### src/rtl/svv_pkg.sv
`default_nettype none
package svv_pkg;

    localparam int WORD_W = 32;
    localparam int FRAC_W = 16;
    localparam int STEP_W = 32;
    localparam int MASS_W = 31;
    localparam int QB     = 33;
    localparam int DV_W   = MASS_W + FRAC_W;
    localparam int DS_W   = 3 * MASS_W;
    localparam int NV_W   = 2 * STEP_W;
    localparam int NS_W   = NV_W + 3 + FRAC_W - 1;
    localparam int LAT    = 3 + QB + 3;

    typedef enum logic [1:0] {
        CFG_HALF_STEP = 2'd0,
        CFG_FULL_STEP = 2'd1,
        CFG_GROUP     = 2'd2
    } cfg_idx_t;

    typedef struct packed {
        logic              func;
        logic [31:0]       group_mask;
        logic [MASS_W-1:0] mass;
        logic [MASS_W-1:0] radius;
        logic [WORD_W-1:0] position;
        logic [WORD_W-1:0] velocity;
        logic [WORD_W-1:0] force_req;
        logic [WORD_W-1:0] spin;
        logic [WORD_W-1:0] torque_in;
    } request_t;

    typedef struct packed {
        logic [WORD_W-1:0] new_position;
        logic [WORD_W-1:0] new_velocity;
        logic [WORD_W-1:0] new_spin;
        logic              overflow;
    } result_t;

    typedef struct packed {
        logic              func;
        logic              in_grp;
        logic [WORD_W-1:0] position;
        logic [WORD_W-1:0] velocity;
        logic [WORD_W-1:0] spin;
        logic              f_neg;
        logic              t_neg;
        logic              sat_v;
        logic              sat_s;
    } pass_t;

    typedef struct packed {
        logic            valid;
        pass_t           pass;
        logic [DV_W-1:0] d_v;
        logic [DS_W-1:0] d_s;
        logic [DV_W-1:0] rem_v;
        logic [DS_W-1:0] rem_s;
        logic [QB-1:0]   nb_v;
        logic [QB-1:0]   nb_s;
        logic [QB-1:0]   q_v;
        logic [QB-1:0]   q_s;
    } cell_t;

    function automatic logic [WORD_W-1:0] abs_w(input logic [WORD_W-1:0] x);
        abs_w = x[WORD_W-1] ? (~x + 1'b1) : x;
    endfunction

    // Returns the overflow flag above the saturated sum.
    function automatic logic [WORD_W:0] sat_add(input logic [WORD_W-1:0] a,
                                                input logic neg,
                                                input logic [WORD_W:0] mag);
        logic [WORD_W+1:0] off;
        logic [WORD_W+1:0] sum;
        logic              ovf;
        logic [WORD_W-1:0] val;
        off = {2'b00, a ^ {1'b1, {(WORD_W-1){1'b0}}}};
        ovf = 1'b0;
        if (!neg)
        begin
            sum = off + {1'b0, mag};
            if (sum[WORD_W+1:WORD_W] != 2'b00)
            begin
                ovf = 1'b1;
                val = {WORD_W{1'b1}};
            end
            else
            begin
                val = sum[WORD_W-1:0];
            end
        end
        else
        begin
            sum = off - {1'b0, mag};
            if ({1'b0, mag} > off)
            begin
                ovf = 1'b1;
                val = {WORD_W{1'b0}};
            end
            else
            begin
                val = sum[WORD_W-1:0];
            end
        end
        sat_add = {ovf, val ^ {1'b1, {(WORD_W-1){1'b0}}}};
    endfunction

endpackage
`default_nettype wire

### src/rtl/svv_back.sv
`default_nettype none
module svv_back (
    input  wire logic           clk,
    input  wire logic           rst_n,
    input  wire svv_pkg::cell_t cell_in,
    input  wire logic [31:0]    full_step,
    output logic                done,
    output svv_pkg::result_t    result
);

    typedef struct packed {
        logic                        func;
        logic                        in_grp;
        logic [svv_pkg::WORD_W-1:0]  position;
        logic [svv_pkg::WORD_W-1:0]  velocity;
        logic [svv_pkg::WORD_W-1:0]  spin;
        logic                        ovf;
    } b1_t;

    typedef struct packed {
        b1_t                       b;
        logic [svv_pkg::NV_W-1:0]  p_pos;
    } b2_t;

    logic             b1_valid_reg, b1_valid_next;
    logic             b2_valid_reg, b2_valid_next;
    logic             done_reg, done_next;
    b1_t              b1_reg, b1_next;
    b2_t              b2_reg, b2_next;
    svv_pkg::result_t result_reg, result_next;
    logic [svv_pkg::QB-1:0]     mag_v, mag_s;
    logic [svv_pkg::WORD_W:0]   rv, rs, rp;

    // With a zero divisor the divider row settles to all ones; a zero dividend
    // then leaves the value unchanged, and a nonzero one is already saturated.
    always_comb
    begin
        b1_valid_next   = cell_in.valid;
        if (cell_in.pass.sat_v)
        begin
            mag_v = {svv_pkg::QB{1'b1}};
        end
        else if (cell_in.d_v == '0)
        begin
            mag_v = '0;
        end
        else
        begin
            mag_v = cell_in.q_v;
        end
        if (cell_in.pass.sat_s)
        begin
            mag_s = {svv_pkg::QB{1'b1}};
        end
        else if (cell_in.d_s == '0)
        begin
            mag_s = '0;
        end
        else
        begin
            mag_s = cell_in.q_s;
        end
        rv              = svv_pkg::sat_add(cell_in.pass.velocity, cell_in.pass.f_neg, mag_v);
        rs              = svv_pkg::sat_add(cell_in.pass.spin, cell_in.pass.t_neg, mag_s);
        b1_next.func     = cell_in.pass.func;
        b1_next.in_grp   = cell_in.pass.in_grp;
        b1_next.position = cell_in.pass.position;
        if (cell_in.pass.in_grp)
        begin
            b1_next.velocity = rv[svv_pkg::WORD_W-1:0];
            b1_next.spin     = rs[svv_pkg::WORD_W-1:0];
            b1_next.ovf      = rv[svv_pkg::WORD_W] | rs[svv_pkg::WORD_W];
        end
        else
        begin
            b1_next.velocity = cell_in.pass.velocity;
            b1_next.spin     = cell_in.pass.spin;
            b1_next.ovf      = 1'b0;
        end
    end

    always_comb
    begin
        b2_valid_next = b1_valid_reg;
        b2_next.b     = b1_reg;
        b2_next.p_pos = full_step * svv_pkg::abs_w(b1_reg.velocity);
    end

    always_comb
    begin
        done_next = b2_valid_reg;
        rp = svv_pkg::sat_add(b2_reg.b.position, b2_reg.b.velocity[svv_pkg::WORD_W-1],
                              {1'b0, b2_reg.p_pos[svv_pkg::NV_W-1:svv_pkg::STEP_W]});
        result_next.new_velocity = b2_reg.b.velocity;
        result_next.new_spin     = b2_reg.b.spin;
        if (b2_reg.b.in_grp && !b2_reg.b.func)
        begin
            result_next.new_position = rp[svv_pkg::WORD_W-1:0];
            result_next.overflow     = b2_reg.b.ovf | rp[svv_pkg::WORD_W];
        end
        else
        begin
            result_next.new_position = b2_reg.b.position;
            result_next.overflow     = b2_reg.b.ovf;
        end
    end

    always_ff @(posedge clk or negedge rst_n)
    begin
        if (!rst_n)
        begin
            b1_valid_reg <= 1'b0;
            b2_valid_reg <= 1'b0;
            done_reg     <= 1'b0;
        end
        else
        begin
            b1_valid_reg <= b1_valid_next;
            b2_valid_reg <= b2_valid_next;
            done_reg     <= done_next;
        end
    end

    always_ff @(posedge clk)
    begin
        b1_reg     <= b1_next;
        b2_reg     <= b2_next;
        result_reg <= result_next;
    end

    assign done   = done_reg;
    assign result = result_reg;

endmodule
`default_nettype wire

### config.mk
export PLATFORM = sky130hd
export DESIGN_NAME = svv_back
export DESIGN_NICKNAME = d
export VERILOG_FILES = /design/src/rtl/svv_pkg.sv /design/src/rtl/svv_back.sv
export SDC_FILE = /design/constraint.sdc
export NUM_CORES = 2
export LEC_CHECK = 0
export ABC_AREA = 1
export BUFFER_PORTS_ARGS = -buffer_cell sky130_fd_sc_hd__buf_2
export CORE_MARGIN = 1.5
export CORE_UTILIZATION = 39
export DETAILED_ROUTE_END_ITERATION = 10
export SLEW_MARGIN = 10
export SYNTH_ARGS = -nofsm -noshare
export SYNTH_HDL_FRONTEND = slang
export SYNTH_SLANG_ARGS = --single-unit
### constraint.sdc
create_clock -name clk -period 10 [get_ports clk]
set_input_delay 3 -clock clk [delete_from_list [all_inputs] [get_ports clk]]
set_output_delay 3 -clock clk [all_outputs]
set_load 0.02 [all_outputs]
### Word-level counts from Yosys, hierarchy flattened

Index checks and enable logic that the tools add are counted.

| storage, ports and cells | value |
|---|---|
| register bits | 362 |
| logic and storage cells | 73 |
| bits of input ports | 549 |

| operators by class | value |
|---|---|
| reductions and logical operators | 7 |
| magnitude comparators | 3 |
| bitwise gates (word level) | 9 |
| $add $sub $neg | 7 |
| multiply operators | 1 |
| multiplexer cells | 26 |

Operator list:

| kind | number |
|---|---|
| $mux W32 | 11 |
| $mux W33 | 4 |
| $sub A32 B32 Y32 | 3 |
| $logic_not A93 Y1 | 1 |
| $add A32 B33 Y34 | 2 |
| $gt A33 B32 Y1 | 2 |
| $mux W65 | 1 |
| $mul A32 B32 Y64 | 1 |
| $logic_not A47 Y1 | 1 |
| $add A32 B32 Y33 | 1 |
| $add A32 B1 Y32 const B | 1 |
| $gt A32 B32 Y1 | 1 |
| $not A32 Y32 | 1 |
| $mux W1 | 10 |
| $not A1 Y1 | 6 |
| $reduce_bool A2 Y1 | 3 |
| $or A1 B1 Y1 | 2 |
| $logic_and A1 B1 Y1 | 1 |
| $logic_not A1 Y1 | 1 |

### Longest topological paths before layout

| logic depth | value |
|---|---|
| word-level depth | 9 |
| depth in mapped cells | 45 |
| gate-level depth less buffers | 44 |

### Worst setup path after synthesis

Ideal clock, no wire load.

| timing path | value |
|---|---|
| path kind | input -> register |
| start | in full_step[17] |
| end | reg b2_reg[61] in the netlist's numbering |
| data required time | 9888 ps |
| arrival time | 9312 ps |
| slack | 576 ps |
| library setup time | 112 ps |
| stages on the path | 26 |
| cell sequence | clkbuf_1 > clkinv_1 > clkbuf_1 > nor2_1 > fa_1 > fa_1 > inv_1 > fa_1 > fa_1 > inv_1 > fa_1 > fa_1 > fa_1 > inv_1 > fa_1 > inv_1 > ha_1 > a21oi_1 > o21ai_0 > a21o_1 > a21boi_0 > nor2_1 > a2111oi_0 > nand2_1 > nand2_1 > nand2_1 |

RTL lines:

| item | RTL line | text |
|---|---|---|
| start: declaration | svv_back.sv:6 | `input wire logic [31:0] full_step,` |
| end signal: assignment | svv_back.sv:127 | `b2_reg <= b2_next;` |
| end: declaration | svv_back.sv:29 | `b2_t b2_reg, b2_next;` |

==> flow_summary_export.csv <==
group,metric,value,unit
routing,viasPerCell,5.22,
setup_path,cp_data_required_time,10480,ps
global_routing,grt_pass1_vias,54000,
timing,worst_pin_slew,1200,ps
global_routing,grt_use_met3,4.57,%
layout,layout_common_cells,"inv_1, nand2_1, nor2_1",
floorplan,rows,139,
clock_tree,ctsHoldBuffers,0,
routing,wire_per_inst,21.6,um
layout,largest_reg_flops,131,
layout,drive_above_1_share,9.88,%
floorplan,design.core.area,144000,um2
timing,fin_crit_sh,96.0,%
routing,drtAntennaViolNets,0,
clock_tree,htree_levels,2,
clock_tree,cts_setup_buffers,0,
yosys,synth-async-reset-ratio,0.909,%
global_routing,gr-usage-all-layers,29.4,%
clock_tree,cts_sinks,330,
routing,drtIter0Drc,4428,
timing,fin_skew,59.4,ps
clock_tree,clk_path_buf_depth,3,
setup_path,cp.arrival,10080,ps
routing,finalWirelength,218000,um
timing,setup_viol,0,
setup_path,crit_path_start_kind,"input port",
clock_tree,post_cts_resized,0,
timing,rsz0062_at_grt,"false",
global_routing,use_met2,48.6,%
timing,max_freq,0.104,GHz
yosys,avgSynthCellArea,7.36,um2
setup_path,end_kind,"flop",
flow_run,cap_violations,0,
status,status,"complete, no violations",
placement,hpwl,181000,um
setup_path,worstPathMaxFanout,9,
timing,report.final.hold_viol_count,0,
placement,gp_congestion,0.993,
yosys,synth_flop_cell,"dfxtp_1",
timing,max_slew_margin,20.0,%
worst_hold_path,hp-class,"reg -> reg",
layout,layoutNonFillerInstCount,10100,
layout,design_area,63500,um2
setup_path,crit_type,"in -> reg",
layout,nets,10100,
clock_tree,clk_pin_slew,60,ps
routing,dr_total_vias,52600,
floorplan,initial_core_util,39.5,%
global_routing,globalRouteOverflowTotal,0,
yosys,syn_nets,9696,
setup_path,max_stage_delay,610,ps
layout,layout_commonest_cell,"inv_1",
timing,whs,294,ps
floorplan,die_area,148000,um2
clock_tree,cts_made_buffers,41,
timing,maxSlewViolCount,0,
global_routing,antenna_found_initial,20,
yosys,synth_seq_area_share,11.6,%
routing,drc,0,
clock_tree,cts_root_buf,"clkbuf_16",
timing,final.min_clock_period,9600,ps
floorplan,die_h,385,um
yosys,syn_area,56900,um2
clock_tree,tritoncts,"built",
setup_path,cp_slowest_cell,"fa_1",
placement,numPortBuffers,440,
clock_tree,clock_latency,630,ps
yosys,synth-seq-cells,330,
global_routing,grt_util_met1,37.7,%
global_routing,busiest_layer,"met2",
yosys,yosysWarnings,0,
layout,syn2layout_area_growth,11.6,%
floorplan,ios,647,
routing,firstDrtPassIters,7,
placement,dp_cells,9996,
global_routing,grt_start_max_net_pins,52,
yosys,synth_edf_count,0,
yosys,synth_cell_types,58,
setup_path,critical_path.most_common_cell,"fa_1",
global_routing,grt_pass1_wl,327000,um
floorplan,die_w,385,um
placement,placed_area,62100,um2
yosys,syn-instance-count,7731,
## layout make-up
cell class                 count  area [um2]
fill                       14900       80700
timing repair buffer         666        4070
antenna                        5        12.5
inverter                    1633        6140
tap                         1903        2380
clock inverter                20         238
sequential                   330        6620
multi-input combinational   5464       42900
clock buffer                  55        1190
## per-layer routing
| layer | share of wire (%) | vias up |
|---|---|---|
| met5 | 0.029 | - |
| met4 | 5.2 | 10 |
| met3 | 7.5 | 470 |
| met2 | 46 | 2315 |
| met1 | 41 | 25600 |
| li1 | - | 24200 |
## Yosys cell counts, types with 8 or more instances
master / number / area share [%]
nand3_1: 225 / 2.0
nand3b_1: 9 / 0.12
clkinv_1: 23 / 0.15
buf_4: 9 / 0.12
nor2_1: 1105 / 7.3
xor2_1: 112 / 1.7
o21bai_1: 43 / 0.57
buf_2: 89 / 0.78
o21ai_1: 9 / 0.079
nand2_1: 1390 / 9.2
xnor2_1: 15 / 0.23
nor4_1: 31 / 0.34
ha_1: 515 / 11
o211ai_1: 10 / 0.13
clkbuf_1: 195 / 1.3
o21a_1: 18 / 0.24
a31oi_1: 46 / 0.51
dfxtp_1: 327 / 12
or2_2: 20 / 0.22
a21boi_0: 17 / 0.22
inv_2: 9 / 0.059
a21o_1: 34 / 0.45
fa_1: 901 / 32
a21oi_1: 544 / 4.8
o21ai_0: 261 / 2.3
nor3_1: 51 / 0.45
a211oi_1: 11 / 0.15
a221oi_1: 8 / 0.12
nand4_1: 34 / 0.37
inv_1: 1600 / 11
nand2_2: 9 / 0.099
## final timing paths
kind | from | to | slack [ps] | cells past startpoint
worst min-delay path | b1_reg[73] | b2_reg[137] | 290 | 0
worst max register to register | b1_reg[56] | b2_reg[56] | 560 | 30
max in group asynchronous | rst_n | b1_valid_reg | 7690 | 1
worst max-delay path | full_step[8] | b2_reg[56] | 400 | 26
min in group asynchronous | rst_n | done | 2200 | 1
worst min register to register | b1_reg[73] | b2_reg[137] | 290 | 0
## stage by stage
stage | worst slack [ps] | TNS [ps] | utilization [%]
2_1_floorplan | 576 | 0 | -
3_3_place_gp | -189 | -361 | 43.1
3_5_place_dp | -199 | -353 | 43.1
4_1_cts | 414 | 0 | 44.0
5_1_grt | 9.42 | 0 | 44.1
6_report | 401 | 0 | 44.1
## critical path: cells and delay by family
family                   cells  cell delay (ps)
buffers and inverters        6             1320
adder cells (fa/ha/maj)      9             4210
AO/OA/AOI/OAI                4              990
AND/OR/NAND/NOR              7              550
## cell families (layout without fill, tap and decap cells)
group	count (synthesis)	count (layout)	share of synthesized area, %
simple gates	2901	2901	20.4
buf+inv	1937	2374	13.1
fa+ha+maj	1416	1416	43.0
compound gates	1020	1020	9.85
flops	330	330	11.6
xor+xnor	127	127	1.96
other cells	0	5	0
Power is left out: the tool's default activity adds up to more than one toggle a clock period on the data nets, which glitch-free logic cannot reach.
