===== src/rtl/svv_pkg.sv =====
`default_nettype none
package svv_pkg;

    localparam int WORD_W = 32;
    localparam int FRAC_W = 16;
    localparam int STEP_W = 32;
    localparam int MASS_W = 31;
    localparam int QB     = 33;
    localparam int DV_W   = MASS_W + FRAC_W;
    localparam int DS_W   = 3 * MASS_W;
    localparam int NV_W   = 2 * STEP_W;
    localparam int NS_W   = NV_W + 3 + FRAC_W - 1;
    localparam int LAT    = 3 + QB + 3;

    typedef enum logic [1:0] {
        CFG_HALF_STEP = 2'd0,
        CFG_FULL_STEP = 2'd1,
        CFG_GROUP     = 2'd2
    } cfg_idx_t;

    typedef struct packed {
        logic              func;
        logic [31:0]       group_mask;
        logic [MASS_W-1:0] mass;
        logic [MASS_W-1:0] radius;
        logic [WORD_W-1:0] position;
        logic [WORD_W-1:0] velocity;
        logic [WORD_W-1:0] force_req;
        logic [WORD_W-1:0] spin;
        logic [WORD_W-1:0] torque_in;
    } request_t;

    typedef struct packed {
        logic [WORD_W-1:0] new_position;
        logic [WORD_W-1:0] new_velocity;
        logic [WORD_W-1:0] new_spin;
        logic              overflow;
    } result_t;

    typedef struct packed {
        logic              func;
        logic              in_grp;
        logic [WORD_W-1:0] position;
        logic [WORD_W-1:0] velocity;
        logic [WORD_W-1:0] spin;
        logic              f_neg;
        logic              t_neg;
        logic              sat_v;
        logic              sat_s;
    } pass_t;

    typedef struct packed {
        logic            valid;
        pass_t           pass;
        logic [DV_W-1:0] d_v;
        logic [DS_W-1:0] d_s;
        logic [DV_W-1:0] rem_v;
        logic [DS_W-1:0] rem_s;
        logic [QB-1:0]   nb_v;
        logic [QB-1:0]   nb_s;
        logic [QB-1:0]   q_v;
        logic [QB-1:0]   q_s;
    } cell_t;

    function automatic logic [WORD_W-1:0] abs_w(input logic [WORD_W-1:0] x);
        abs_w = x[WORD_W-1] ? (~x + 1'b1) : x;
    endfunction

    // Returns the overflow flag above the saturated sum.
    function automatic logic [WORD_W:0] sat_add(input logic [WORD_W-1:0] a,
                                                input logic neg,
                                                input logic [WORD_W:0] mag);
        logic [WORD_W+1:0] off;
        logic [WORD_W+1:0] sum;
        logic              ovf;
        logic [WORD_W-1:0] val;
        off = {2'b00, a ^ {1'b1, {(WORD_W-1){1'b0}}}};
        ovf = 1'b0;
        if (!neg)
        begin
            sum = off + {1'b0, mag};
            if (sum[WORD_W+1:WORD_W] != 2'b00)
            begin
                ovf = 1'b1;
                val = {WORD_W{1'b1}};
            end
            else
            begin
                val = sum[WORD_W-1:0];
            end
        end
        else
        begin
            sum = off - {1'b0, mag};
            if ({1'b0, mag} > off)
            begin
                ovf = 1'b1;
                val = {WORD_W{1'b0}};
            end
            else
            begin
                val = sum[WORD_W-1:0];
            end
        end
        sat_add = {ovf, val ^ {1'b1, {(WORD_W-1){1'b0}}}};
    endfunction

endpackage
`default_nettype wire


===== src/rtl/svv_div_cell.sv =====
`default_nettype none
module svv_div_cell (
    input  wire logic           clk,
    input  wire logic           rst_n,
    input  wire svv_pkg::cell_t cell_in,
    output svv_pkg::cell_t      cell_out
);

    logic           valid_reg, valid_next;
    svv_pkg::cell_t cell_reg, cell_next;
    logic [svv_pkg::DV_W:0] tv;
    logic [svv_pkg::DS_W:0] ts;
    logic [svv_pkg::DV_W:0] dv;
    logic [svv_pkg::DS_W:0] ds;
    logic                   bv, bs;

    always_comb
    begin
        valid_next = cell_in.valid;
        cell_next  = cell_in;
        tv = {cell_in.rem_v, cell_in.nb_v[svv_pkg::QB-1]};
        ts = {cell_in.rem_s, cell_in.nb_s[svv_pkg::QB-1]};
        bv = (tv >= {1'b0, cell_in.d_v});
        bs = (ts >= {1'b0, cell_in.d_s});
        dv = bv ? (tv - {1'b0, cell_in.d_v}) : tv;
        ds = bs ? (ts - {1'b0, cell_in.d_s}) : ts;
        cell_next.rem_v = dv[svv_pkg::DV_W-1:0];
        cell_next.rem_s = ds[svv_pkg::DS_W-1:0];
        cell_next.nb_v  = {cell_in.nb_v[svv_pkg::QB-2:0], 1'b0};
        cell_next.nb_s  = {cell_in.nb_s[svv_pkg::QB-2:0], 1'b0};
        cell_next.q_v   = {cell_in.q_v[svv_pkg::QB-2:0], bv};
        cell_next.q_s   = {cell_in.q_s[svv_pkg::QB-2:0], bs};
    end

    always_ff @(posedge clk or negedge rst_n)
    begin
        if (!rst_n)
        begin
            valid_reg <= 1'b0;
        end
        else
        begin
            valid_reg <= valid_next;
        end
    end

    always_ff @(posedge clk)
    begin
        cell_reg <= cell_next;
    end

    always_comb
    begin
        cell_out       = cell_reg;
        cell_out.valid = valid_reg;
    end

endmodule
`default_nettype wire


===== config.mk =====
export PLATFORM = sky130hd
export DESIGN_NAME = svv_div_cell
export DESIGN_NICKNAME = d
export VERILOG_FILES = /design/src/rtl/svv_pkg.sv /design/src/rtl/svv_div_cell.sv
export SDC_FILE = /design/constraint.sdc
export NUM_CORES = 1
export LEC_CHECK = 0
export ABC_AREA = 1
export BUFFER_PORTS_ARGS = -buffer_cell sky130_fd_sc_hd__clkbuf_2
export CORE_AREA = 2 2 402 404
export CTS_BUF_LIST = sky130_fd_sc_hd__clkbuf_16
export CTS_CLUSTER_DIAMETER = 60
export DETAILED_ROUTE_END_ITERATION = 8
export DIE_AREA = 0 0 404 406
export HOLD_SLACK_MARGIN = 0.03
export PLACE_DENSITY_LB_ADDON = 0.3
export SKIP_LAST_GASP = 1
export SLEW_MARGIN = 40
export SYNTH_ARGS = -nofsm -noshare
export SYNTH_HDL_FRONTEND = slang
export SYNTH_SLANG_ARGS = --single-unit

===== constraint.sdc =====
create_clock -name clk -period 0.8 [get_ports clk]
set_clock_uncertainty 0.05 [all_clocks]
set_input_delay 0.16 -clock clk [delete_from_list [all_inputs] [get_ports clk]]
set_output_delay 0.16 -clock clk [all_outputs]
set_load 0.005 [all_outputs]

After elaboration in Yosys (flattened, before gate mapping):

Index checks and enable logic that the tools add are counted.

* order comparisons: 2
* muxes and demuxes: 2
* add/subtract/negate cells: 2

Operator list (count)
* 94-bit by 93-bit >= comparator with 1-bit output: 1
* 93-bit two-way mux: 1
* 93-bit subtractor: 1
* 48-bit by 47-bit >= comparator with 1-bit output: 1
* 47-bit two-way mux: 1
* 47-bit subtractor: 1

* output and inout bits: 515
* bits in registers: 513
* logic and storage cells: 24
* input bits: 517

Logic depth before layout (Yosys ltp):

Gate-level depths: netlist (run 1).

* word-level depth: 2
* mapped depth: 19
* gate-level depth less buffers: 17

Worst setup path after synthesis (run 1):

Ideal clock, no wire load.

* kind: input to register
* start point: in cell_in[131] (netlist bit)
* end point: reg cell_reg (netlist bit cell_out[269])
* stages: 15
* arrival time: 1.945 ns
* setup slack: -1.308 ns
* data required time: 0.637 ns
* cells stage by stage: inv_1 -> ha_1 -> fa_1 -> inv_1 -> nand3_1 -> nand2_1 -> nand2_1 -> nand3_2 -> nand2_1 -> nand2_2 -> nand3_1 -> buf_2 -> buf_2 -> nand4_1 -> nand2_1

* word-level cells in the longest chain between the ends: 2
* elaborated cells on any way between the ends: 3
* those cells by class: 1 x add/sub; 1 x order compare; 1 x mux

Ends and longest elaborated chain
* start, declared: RTL line svv_div_cell.sv:5 `input wire svv_pkg::cell_t cell_in,`
* 47-bit subtractor / 48-bit by 47-bit >= comparator with 1-bit output (equally long branches): RTL line svv_div_cell.sv:25, svv_div_cell.sv:23
* 47-bit two-way mux *: RTL line svv_div_cell.sv:25 `dv = bv ? (tv - {1'b0, cell_in.d_v}) : tv;`
* net dv, one bit: RTL line svv_div_cell.sv:13 `logic [svv_pkg::DV_W:0] dv;`
* end signal, assigned: RTL line svv_div_cell.sv:49 `cell_reg <= cell_next;`
* end, declared: RTL line svv_div_cell.sv:10 `svv_pkg::cell_t cell_reg, cell_next;`

The timed path passes the listed nets; every way through them passes the cells marked *.

Final worst setup path (run 1):

* start point: in cell_in[98] (netlist bit)
* end point: reg cell_reg (netlist bit cell_out[217])

* word-level cells in the longest chain between the ends: 2
* elaborated cells on any way between the ends: 3
* those cells by class: 1 x add/sub; 1 x order compare; 1 x mux

Ends and longest elaborated chain
* 93-bit subtractor / 94-bit by 93-bit >= comparator with 1-bit output (equally long branches): RTL line svv_div_cell.sv:26, svv_div_cell.sv:24
* 93-bit two-way mux *: RTL line svv_div_cell.sv:26 `ds = bs ? (ts - {1'b0, cell_in.d_s}) : ts;`
* net ds, one bit: RTL line svv_div_cell.sv:14 `logic [svv_pkg::DS_W:0] ds;`

Marked as above.

==> results of run 1 <==
[metal layers]
metal	track usage [%]	up-vias	wire, um
met5	0	-	276
met4	8.111	42	7189
met3	4.959	281	11640
met2	37.90	1076	90430
met1	25.42	16050	75430
li1	-	16770	-
[layout by cell type (no fill, tap or decap), drive strengths merged]
cell type	synthesis	final
nand2	1340	1340
buf	44	1224
inv	810	837
clkbuf	3	762
dlygate4sd3	0	594
dfxtp	512	512
nor2	310	310
nand3	262	262
ha	140	140
a21oi	128	128
xor2	81	81
o21ai	73	73
nand4	57	57
clkinv	6	27
nor3	25	25
dlymetal6s4s	0	23
diode	0	14
o21bai	14	14
and2	12	12
nand3b	7	7
o21a	6	6
bufinv	0	5
clkinvlp	0	4
nor4	4	4
a21o	3	3
xnor2	3	3
o211ai	2	2
fa	2	2
conb	1	2
a21boi	2	2
and3	1	1
dfrtp	1	1
[area by class of cell]
cell class	count	share of cell area [%]
Timing Repair Buffer	2525	36.94
Multi-Input combinational cell	2474	29.48
Sequential cell	513	19.01
Inverter	816	5.459
Tap cell	2086	4.591
Clock buffer	78	3.434
Clock inverter	57	1.017
Antenna cell	14	0.06163
[timing repair]
item,4_1_cts,5_1_grt
endpoints found under the setup margin,655,755
resized for setup,1084,1000
hold buffers,623,69
buffers inserted,52,22
pin swaps,104,112
hold endpoints to repair,512,135
cloned,17,7
[through the flow]
step	utilization [%]	cell area, um^2	setup slack, ps	total power [mW]
2_1_floorplan	-	26410	-1111	38.37
4_1_cts	33.73	53860	-858.2	93.94
3_3_place_gp	25.11	40090	-1994	53.04
5_1_grt	35.59	56820	-953.1	100.5
3_5_place_dp	25.11	40090	-1979	52.93
6_report	35.61	56840	-931.6	96.07
[worst max-delay path: stages]
cell       delay (ps)
clkbuf_16         130
inv_12             40
ha_4              200
inv_4              50
fa_2              380
buf_6             140
nand2_4            50
nand3_4            70
nand2_2            70
nand2_2            80
nand2_2            80
nand2_4            70
nand3_4            80
nand2_4            70
nand2_8           120
buf_12            170
buf_12            150
nand3_2            50
nand2_1            70
[worst min path at each step]
stage / start / end / cells past startpoint
final: cell_in[312] / cell_out[312] / 1
after global routing: cell_in[312] / cell_out[312] / 1
after CTS: cell_in[335] / cell_out[335] / 1
after detailed placement: rst_n / valid_reg / 1
after global placement: rst_n / valid_reg / 1
after floorplan: rst_n / valid_reg / 0
[kinds of logic (layout without fill, tap and decap cells)]
group / after synthesis / in the layout / share of synthesized area (%)
compound gates: 228 / 228 / 4.645
simple gates: 2018 / 2018 / 33.19
xor+xnor: 84 / 84 / 2.810
other cells: 1 / 16 / 0.01432
flops: 513 / 513 / 39.24
fa+ha+maj: 142 / 142 / 6.843
buf+inv: 863 / 3476 / 13.25
[report_power, final]
| group | internal (mW) | leakage (nW) | switching (mW) | total [mW] |
|---|---|---|---|---|
| registers | 28.4 | 4.35 | 1.47 | 29.9 |
| clock network | 19.7 | 1.28 | 14.3 | 34.1 |
| logic | 16.1 | 23.3 | 16.1 | 32.2 |
==> metrics, run 1 <==
CP Capture Type register; Initial Utilization 16.40%; antenna-violating nets left 0; Iter 0 DRT Violations roughly 1,900; area leader, netlist dfxtp_1; Total Neg Setup Slack -403,640 ps; crit path from cell_in[98]; max reg flops ~500; CTS root buffer clkbuf_16; Detailed Routing Iterations Pass 1 5; TritonCTS Buffers 76; vias about 34,000; Area growth syn-to-layout 117.1%; DR DRC count 0; Final Hold Fails 45; Avg WL per Cell about 22 um; crit path time final ~1700 ps; TritonCTS clock tree built; P_leak between 20 and 30 nW; I/O pin count 1,032; Post-synth EDFFs 0; # fillers 16,780; Hold WS -496.3 ps; # rows around 150; die area between 0.15 and 0.2 mm^2; Synth top area share between 30 and 40%; fin crit share 216.4%; Crit path arrival time between 2000 and 2500 ps; worst path required time 1370 ps; Ys Warns 0; failing checks hold timing, setup timing; number of vias per cell between 3 and 4; H-tree depth 3; area occupied by multi-input gates about 0.017 mm^2; final layout net count slightly above 7,000; slack of the critical path -931.6 ps; fin. max-slew vios 0; GRT Residual Overflow 0; critical path launch point type primary input; Worst-path clk slew approximately 50 ps; critical setup path kind in -> reg; post-detail-place hpwl 151,700 um; first-pass GRT wire length between 200,000 and 300,000 um; RSZ-0062 raised after global routing true; vias in the first global route 35,370; Worst Setup EP cell_out[217]; asr flop ratio synth less than 1%; Syn Area/Cell just under 7 um^2; # port buffers between 1,000 and 1,500; maxcap violations 0; PwrDens approximately 1700 mW/mm^2; ranking of synthesized cells by area dfxtp_1 (39%), nand2_1 (19%), inv_1 (11%); most frequent cell after synthesis nand2_1; synth unique cells 40; Synth top cells by count nand2_1 (1,326), inv_1 (799), dfxtp_1 (512), nor2_1 (289), nand3_1 (179); initial antenna violation count 49; largest net degree at the start of global routing 28; most common flop cell mapped by yosys dfxtp_1; Reg area roughly 0.011 mm^2; FF+latch count, synth 513; Worst Path Max Fanout 8; final non-filler cell total roughly 8,600; VDD IR max roughly 1600 uV; dpl cells around 7,700; sequential-to-total area share from yosys stat approximately two fifths; Syn Inst Count slightly below 4,000; Mapped Area between 0.02 and 0.03 mm^2; die height about 410 um; status finished with violations; Hold/Removal Path Class in -> reg; Setup Viol. Count Final between 700 and 800; final wirelength 185,000 um; Sink Count 513; DIE WIDTH roughly 400 um; Max clock buf depth 3; GRT Overall Usage 21.58%; fmax 0.5775 GHz; core area about 0.16 mm^2; Final GP Congestion 0.9897; layout cells sized above 1 between 50% and 60%
Power figures use the tool's default switching activity.
==> run 2: changes to the inputs <==
--- a/config.mk
+++ b/config.mk
@@ -12,7 +12,6 @@
 export CTS_CLUSTER_DIAMETER = 60
 export DETAILED_ROUTE_END_ITERATION = 8
 export DIE_AREA = 0 0 404 406
-export HOLD_SLACK_MARGIN = 0.03
 export PLACE_DENSITY_LB_ADDON = 0.3
 export SKIP_LAST_GASP = 1
 export SLEW_MARGIN = 40
==> run 2 against run 1 <==
Effect of this change: the run still ends with hold timing, setup timing left; total power rose by 0.56%; non-clock buffer count is 5 lower; via count increased by 0.18%; core utilization up 0.25 points; count of clock-buffer cells in the layout did not move; setup slack improved by 19 ps; sequential cell count stayed put; die area unchanged; global-route usage about the same; clock power barely moved; final area up 0.69%; cell count about the same; critical path type unchanged; critical endpoint is now cell_out[221]; largest power group unchanged.
==> metrics, run 2 (synthesis results as in run 1) <==
fin. max-slew vios 0 (unchanged); Final GP Congestion 0.9897 (unchanged); critical path launch point type primary input; fin crit share 214.0% (-2.4 points); TritonCTS Buffers 76 (unchanged); initial antenna violation count 48 (-2.0%); combinational power share 33.8% (+0.3 points); fin util 35.85% (+0.25 points); Worst-path clk slew 50 ps (about the same); Crit path arrival time 2260 ps (-40 ps); die area 0.1640 mm^2 (unchanged); Total Neg Setup Slack -400,380 ps (+3261 ps); slack of the critical path -912.1 ps (+19.44 ps); PwrDens 1688 mW/mm^2 (-0.13%); max reg flops 512 (unchanged); most common cell after layout, fill and taps aside nand2_1; GRT Residual Overflow 0 (unchanged); TritonCTS clock tree built; # rows 147 (unchanged); area occupied by multi-input gates 0.01716 mm^2 (+2.4%); Initial Utilization 16.40% (unchanged); failing checks hold timing, setup timing; Max clock buf depth 3 (unchanged); Final Hold Fails 35 (-22%); most frequent cells in the layout nand2_1 (1,020), buf_4 (791), inv_1 (748); H-tree depth 3 (unchanged); fmax 0.5841 GHz (+1.1%); Avg WL per Cell 21.70 um (+0.44%); dpl cells 7,713 (unchanged); vias 34,280 (+0.18%); die height 406 um (unchanged); power share of the clock group 35.3% (-0.2 points); pre-CTS WS -1979 ps (unchanged); part of the power in registers 30.9% (-0.2 points); final wirelength 185,700 um (+0.39%); Iter 0 DRT Violations 1,877 (-1.3%); P_leak 28.91 nW (about the same); crit path time final 1712 ps (-19.44 ps); internal power 64.47 mW (+0.40%); final layout net count 7,060 (-0.071%); switching power 32.14 mW (+0.89%); antenna-violating nets left 0 (unchanged); Net Sw Frac 33.27% (+0.11 points); Hold WS -497.9 ps (-1.551 ps); critical setup path kind in -> reg; worst path required time 1340 ps (-30 ps); core area 0.1596 mm^2 (unchanged); Worst Path Max Fanout 8 (unchanged); GRT Overall Usage 21.59% (about the same); status finished with violations; maxcap violations 0 (unchanged); DIE WIDTH 404 um (unchanged); Setup Viol. Count Final 708 (-2.3%); DR DRC count 0 (unchanged); vias in the first global route 35,150 (-0.62%); final non-filler cell total 8,559 (-0.047%); post-detail-place hpwl 151,700 um (unchanged); Detailed Routing Iterations Pass 1 6 (+1); CP Capture Type register; I/O pin count 1,032 (unchanged); RSZ-0062 raised after global routing true; number of vias per cell 4.005 (+0.23%); Sink Count 513 (unchanged); VDD IR max 1622 uV (+0.93%); # port buffers 1,027 (unchanged); largest net degree at the start of global routing 28 (unchanged); CTS root buffer clkbuf_16; # fillers 16,720 (-0.37%); Area growth syn-to-layout 118.6%; Design Power 96.61 mW (+0.56%); first-pass GRT wire length 250,800 um (about the same); Reg area 0.01081 mm^2 (unchanged); layout cells sized above 1 52.28% (+1.2 points); Hold/Removal Path Class in -> reg
[run 2: cell count changes in the layout (fill, tap and decap cells not counted), sizes merged, moves of 2 or more]
cell          change
clkbuf            +5
inv               +2
clkinv            -2
dlymetal6s4s     -10
[run 2: layer usage]
metal	share of wire, %	global-route usage [%]
met1	41	25.54
met2	49	37.96
met3	6.2	4.786
met4	3.9	7.999
met5	0.14	0
[run 2: stage by stage]
| stage | cell area, um^2 | hold WS (ps) |
|---|---|---|
| global placement | 40090 | -115.0 |
| floorplan | 26410 | -185.6 |
| finish | 57240 | -497.9 |
| detailed placement | 40090 | -113.4 |
| global route | 57210 | -522.6 |
| CTS | 53520 | -577.4 |
[run 2: path summary, 6_finish.rpt]
check | cells past startpoint | endpoint | slack [ps] | start
min in group asynchronous | 3 | valid_reg | 210 | rst_n
worst min-delay path | 1 | cell_out[312] | -500 | cell_in[312]
max in group asynchronous | 3 | valid_reg | 390 | rst_n
worst max-delay path | 18 | cell_out[221] | -910 | cell_in[98]
[run 2: power groups by stage]
stage	Sequential, mW	Combinational, mW	Clock, mW
2_1_floorplan	29.6	8.81	0
3_3_place_gp	29.8	23.2	0
3_5_place_dp	29.7	23.2	0
4_1_cts	29.6	29.3	34.9
5_1_grt	30.0	35.0	36.0
6_report	29.9	32.6	34.1
[run 2: cell type report]
class,count,share of cell area (%)
multi-input combinational,2474,29.98
timing repair buffer,2520,36.66
sequential,513,18.88
clock buffer,78,3.410
inverter,816,5.424
tap,2086,4.560
antenna,15,0.06558
clock inverter,57,1.010
[run 2: what timing repair did]
item	CTS	global route
setup buffers	52	22
resized for setup	1084	1091
endpoints found under the hold margin	512	88
pin swaps	104	138
cloned	17	11
hold buffers	589	50
setup endpoints to repair	655	701
[run 2: critical path, cell delays in order]
cell       delay, ps
clkbuf_16        130
inv_12            40
ha_4             200
inv_4             50
fa_2             370
buf_6            140
nand2_4           50
nand3_4           70
nand2_2           70
nand2_2           70
nand2_2           80
nand2_4           70
nand2_4           70
nand4_4          120
buf_12           200
buf_12           170
nand3_4           80
nand2_1           60
==> run 3: changes to the inputs <==
--- a/config.mk
+++ b/config.mk
@@ -5,13 +5,13 @@
 export SDC_FILE = /design/constraint.sdc
 export NUM_CORES = 1
 export LEC_CHECK = 0
-export ABC_AREA = 1
 export BUFFER_PORTS_ARGS = -buffer_cell sky130_fd_sc_hd__clkbuf_2
-export CORE_AREA = 2 2 402 404
+export CORE_AREA = 2 2 403 405
 export CTS_BUF_LIST = sky130_fd_sc_hd__clkbuf_16
 export CTS_CLUSTER_DIAMETER = 60
+export CTS_CLUSTER_SIZE = 12
 export DETAILED_ROUTE_END_ITERATION = 8
-export DIE_AREA = 0 0 404 406
+export DIE_AREA = 0 0 405 407
 export PLACE_DENSITY_LB_ADDON = 0.3
 export SKIP_LAST_GASP = 1
 export SLEW_MARGIN = 40
==> run 3 against run 2 <==
Effect of this change: the run still ends with hold timing, setup timing left; synthesized area is 21% lower; critical endpoint is now cell_out[224]; routed wire length down 23%; via count is 26% lower.
==> metrics, run 3 <==
I/O pin count 1,032 (unchanged); post-detail-place hpwl 115,000 um (-24%); Hold/Removal Path Class in -> reg; antenna-violating nets left 0 (unchanged); Synth top area share 49.33% (+10 points); post-synthesis xor/xnor area fraction 5.269% (+2.5 points); Hold Startpoint cell_in[365]; VDD IR max 1536 uV (-5.3%); Synth Area in Adders 8.624% (+1.8 points); GR peak layer met2; Post-synth EDFFs 0 (unchanged); P_leak 22.17 nW (-23%); fin util 29.70% (-6.2 points); most frequent cell after synthesis dfxtp_1; die area 0.1648 mm^2 (+0.49%); Max clock buf depth 3 (unchanged); fmax 0.3402 GHz (-42%); vias in the first global route 26,480 (-25%); crit path from cell_in[98]; routing usage on met3 3.921% (-0.87 points); vias 25,460 (-26%); relative slew slack 65.40%; layout cells sized above 1 56.83% (+4.6 points); # port buffers 1,027 (unchanged); PwrDens 1912 mW/mm^2 (+13%); H-tree depth 3 (unchanged); Area growth syn-to-layout 129.0%; critical path launch point type primary input; final layout net count 5,173 (-27%); ranking of synthesized cells by area dfxtp_1 (49%), ha_1 (8.4%), a21oi_1 (5.9%); area leader, netlist dfxtp_1; area occupied by multi-input gates 0.01161 mm^2 (-32%); largest net degree at the start of global routing 15 (-46%); core area 0.1602 mm^2 (+0.35%); Synth Area in Compound Gates 18.97% (+14 points); slack of the critical path -2140 ps (-1228 ps); synth unique cells 86 (+110%); maxcap violations 0 (unchanged); worst path required time 1300 ps (-40 ps); Reg area 0.01078 mm^2 (-0.30%); GRT Overall Usage 16.53% (-5.1 points); # fillers 16,740 (+0.13%); number of vias per cell 3.776 (-5.7%); Syn Inst Count 2,194 (-43%); Crit path arrival time 3440 ps (+1180 ps); Detailed Routing Iterations Pass 1 5 (-1); fin. max-slew vios 0 (unchanged); CP Capture Type register; Syn Area/Cell 9.470 um^2 (+39%); Setup Viol. Count Final 699 (-1.3%); RSZ-0062 raised after global routing true; Worst-path clk slew 60 ps (about the same); failing checks hold timing, setup timing; die height 407 um (+0.25%); GRT Residual Overflow 0 (unchanged); crit path time final 2940 ps (+1228 ps); TritonCTS Buffers 75 (-1.3%); sequential-to-total area share from yosys stat 49.45% (+10 points); most frequent cells in the layout buf_4 (644), clkbuf_2 (638), dlygate4sd3_1 (554); met1 Use GR 19.53% (-6.0 points); critical setup path kind in -> reg; final wirelength 143,800 um (-23%); dpl cells 5,951 (-23%); most common cell after layout, fill and taps aside buf_4; asr flop ratio synth 0.1949% (unchanged); Worst Path Max Fanout 4 (-4); first-pass GRT wire length 193,100 um (-23%); main combinational cell family by area after synthesis compound AO/OA/AOI/OAI gates; final non-filler cell total 6,743 (-21%); initial antenna violation count 53 (+10%); most common flop cell mapped by yosys dfxtp_1; DR DRC count 0 (unchanged); post-synthesis mux area share 1.186% (+1.2 points); Initial Utilization 12.97% (-3.4 points); Ys Warns 0 (unchanged); simple-gate share of the synthesized area 11.24% (-22 points); Iter 0 DRT Violations 1,067 (-43%); Final GP Congestion 0.8965 (-9.4%); status finished with violations; FF+latch count, synth 513 (unchanged); Tightest Pin Transition roughly 500 ps; Avg WL per Cell 21.33 um (-1.7%); TritonCTS clock tree built; Total Neg Setup Slack -545,960 ps (-145,580 ps); GR Util met2 28.82% (-9.1 points); Synth top cells by count dfxtp_1 (512), a21oi_1 (244), inv_1 (187), nor2_1 (158), nand2_1 (148); DIE WIDTH 405 um (+0.25%); CTS root buffer clkbuf_16; # rows 147 (unchanged); Mapped Area 0.02078 mm^2 (-21%); Hold WS -407.0 ps (+90.87 ps); fin crit share 367.5% (+150 points); Final Hold Fails 10 (-71%); max reg flops 512 (unchanged); Sink Count 513 (unchanged)
## run 3: repair_timing
item	CTS	global route
hold endpoints to repair	512	41
hold buffers	579	32
endpoints found under the setup margin	655	701
gates cloned	22	2
gates resized for setup	704	909
setup buffers	64	22
pin swaps	81	70
## run 3: through the flow
step | total power [mW] | hold WS, ps | setup slack [ps] | cell area [um^2]
after floorplan | 37.59 | -185.6 | -2233 | 21380
after global placement | 50.28 | -114.8 | -2916 | 33730
after detailed placement | 50.15 | -113.4 | -2931 | 33730
after CTS | 89.68 | -559.2 | -2033 | 45360
after global routing | 95.13 | -453.5 | -2234 | 47550
final | 90.99 | -407.0 | -2140 | 47580
## run 3: worst paths after layout
check / end / slack (ps) / cells after the start
min in group asynchronous: valid_reg / 250 / 3
max in group asynchronous: valid_reg / 350 / 3
max: cell_out[224] / -2140 / 17
min: cell_out[365] / -410 / 1
## run 3: cells by family (layout without fill, tap and decap cells)
kind of cell / Yosys count / in the layout
xor gates and xnor gates: 125 / 125
buffers and inverters: 270 / 2638
and+or+nand+nor: 497 / 497
AOI/OAI and AO/OA: 624 / 624
muxes: 22 / 22
DFF: 513 / 513
adders and majority gates: 142 / 142
other: 1 / 22
## run 3: critical path: stages
cell       delay (ps)
clkbuf_16         130
inv_12             40
ha_4              120
inv_2              30
fa_2              380
a211oi_4          370
buf_4             190
o21ai_4            60
a221oi_4          340
a2bb2oi_4         120
a221o_2           440
a31oi_4           230
o221ai_2          170
o21a_1            210
o21a_1            180
o2111ai_2         180
o21ai_1            90
## run 3: routing by layer
layer / routed length, um / vias to the layer above / share of wire (%)
met3: 9285 / 221 / 6.5
met2: 70480 / 850 / 49
li1: - / 12300 / -
met5: 257 / - / 0.18
met1: 58210 / 12060 / 40
met4: 5583 / 38 / 3.9
## run 3: report_power, final
group          internal, mW  switching, mW
sequential             28.5           1.37
combinational          15.4           12.7
clock                  18.5           14.4
## run 3: area by class of cell
class | count | share of cell area (%)
repair buffers | 2325 | 40.53
clock buffers | 76 | 3.997
multi-input cells | 1412 | 24.40
flip-flops and latches | 513 | 22.65
inverters | 187 | 1.559
well taps | 2160 | 5.680
clock inverters | 50 | 1.089
diodes | 20 | 0.1052
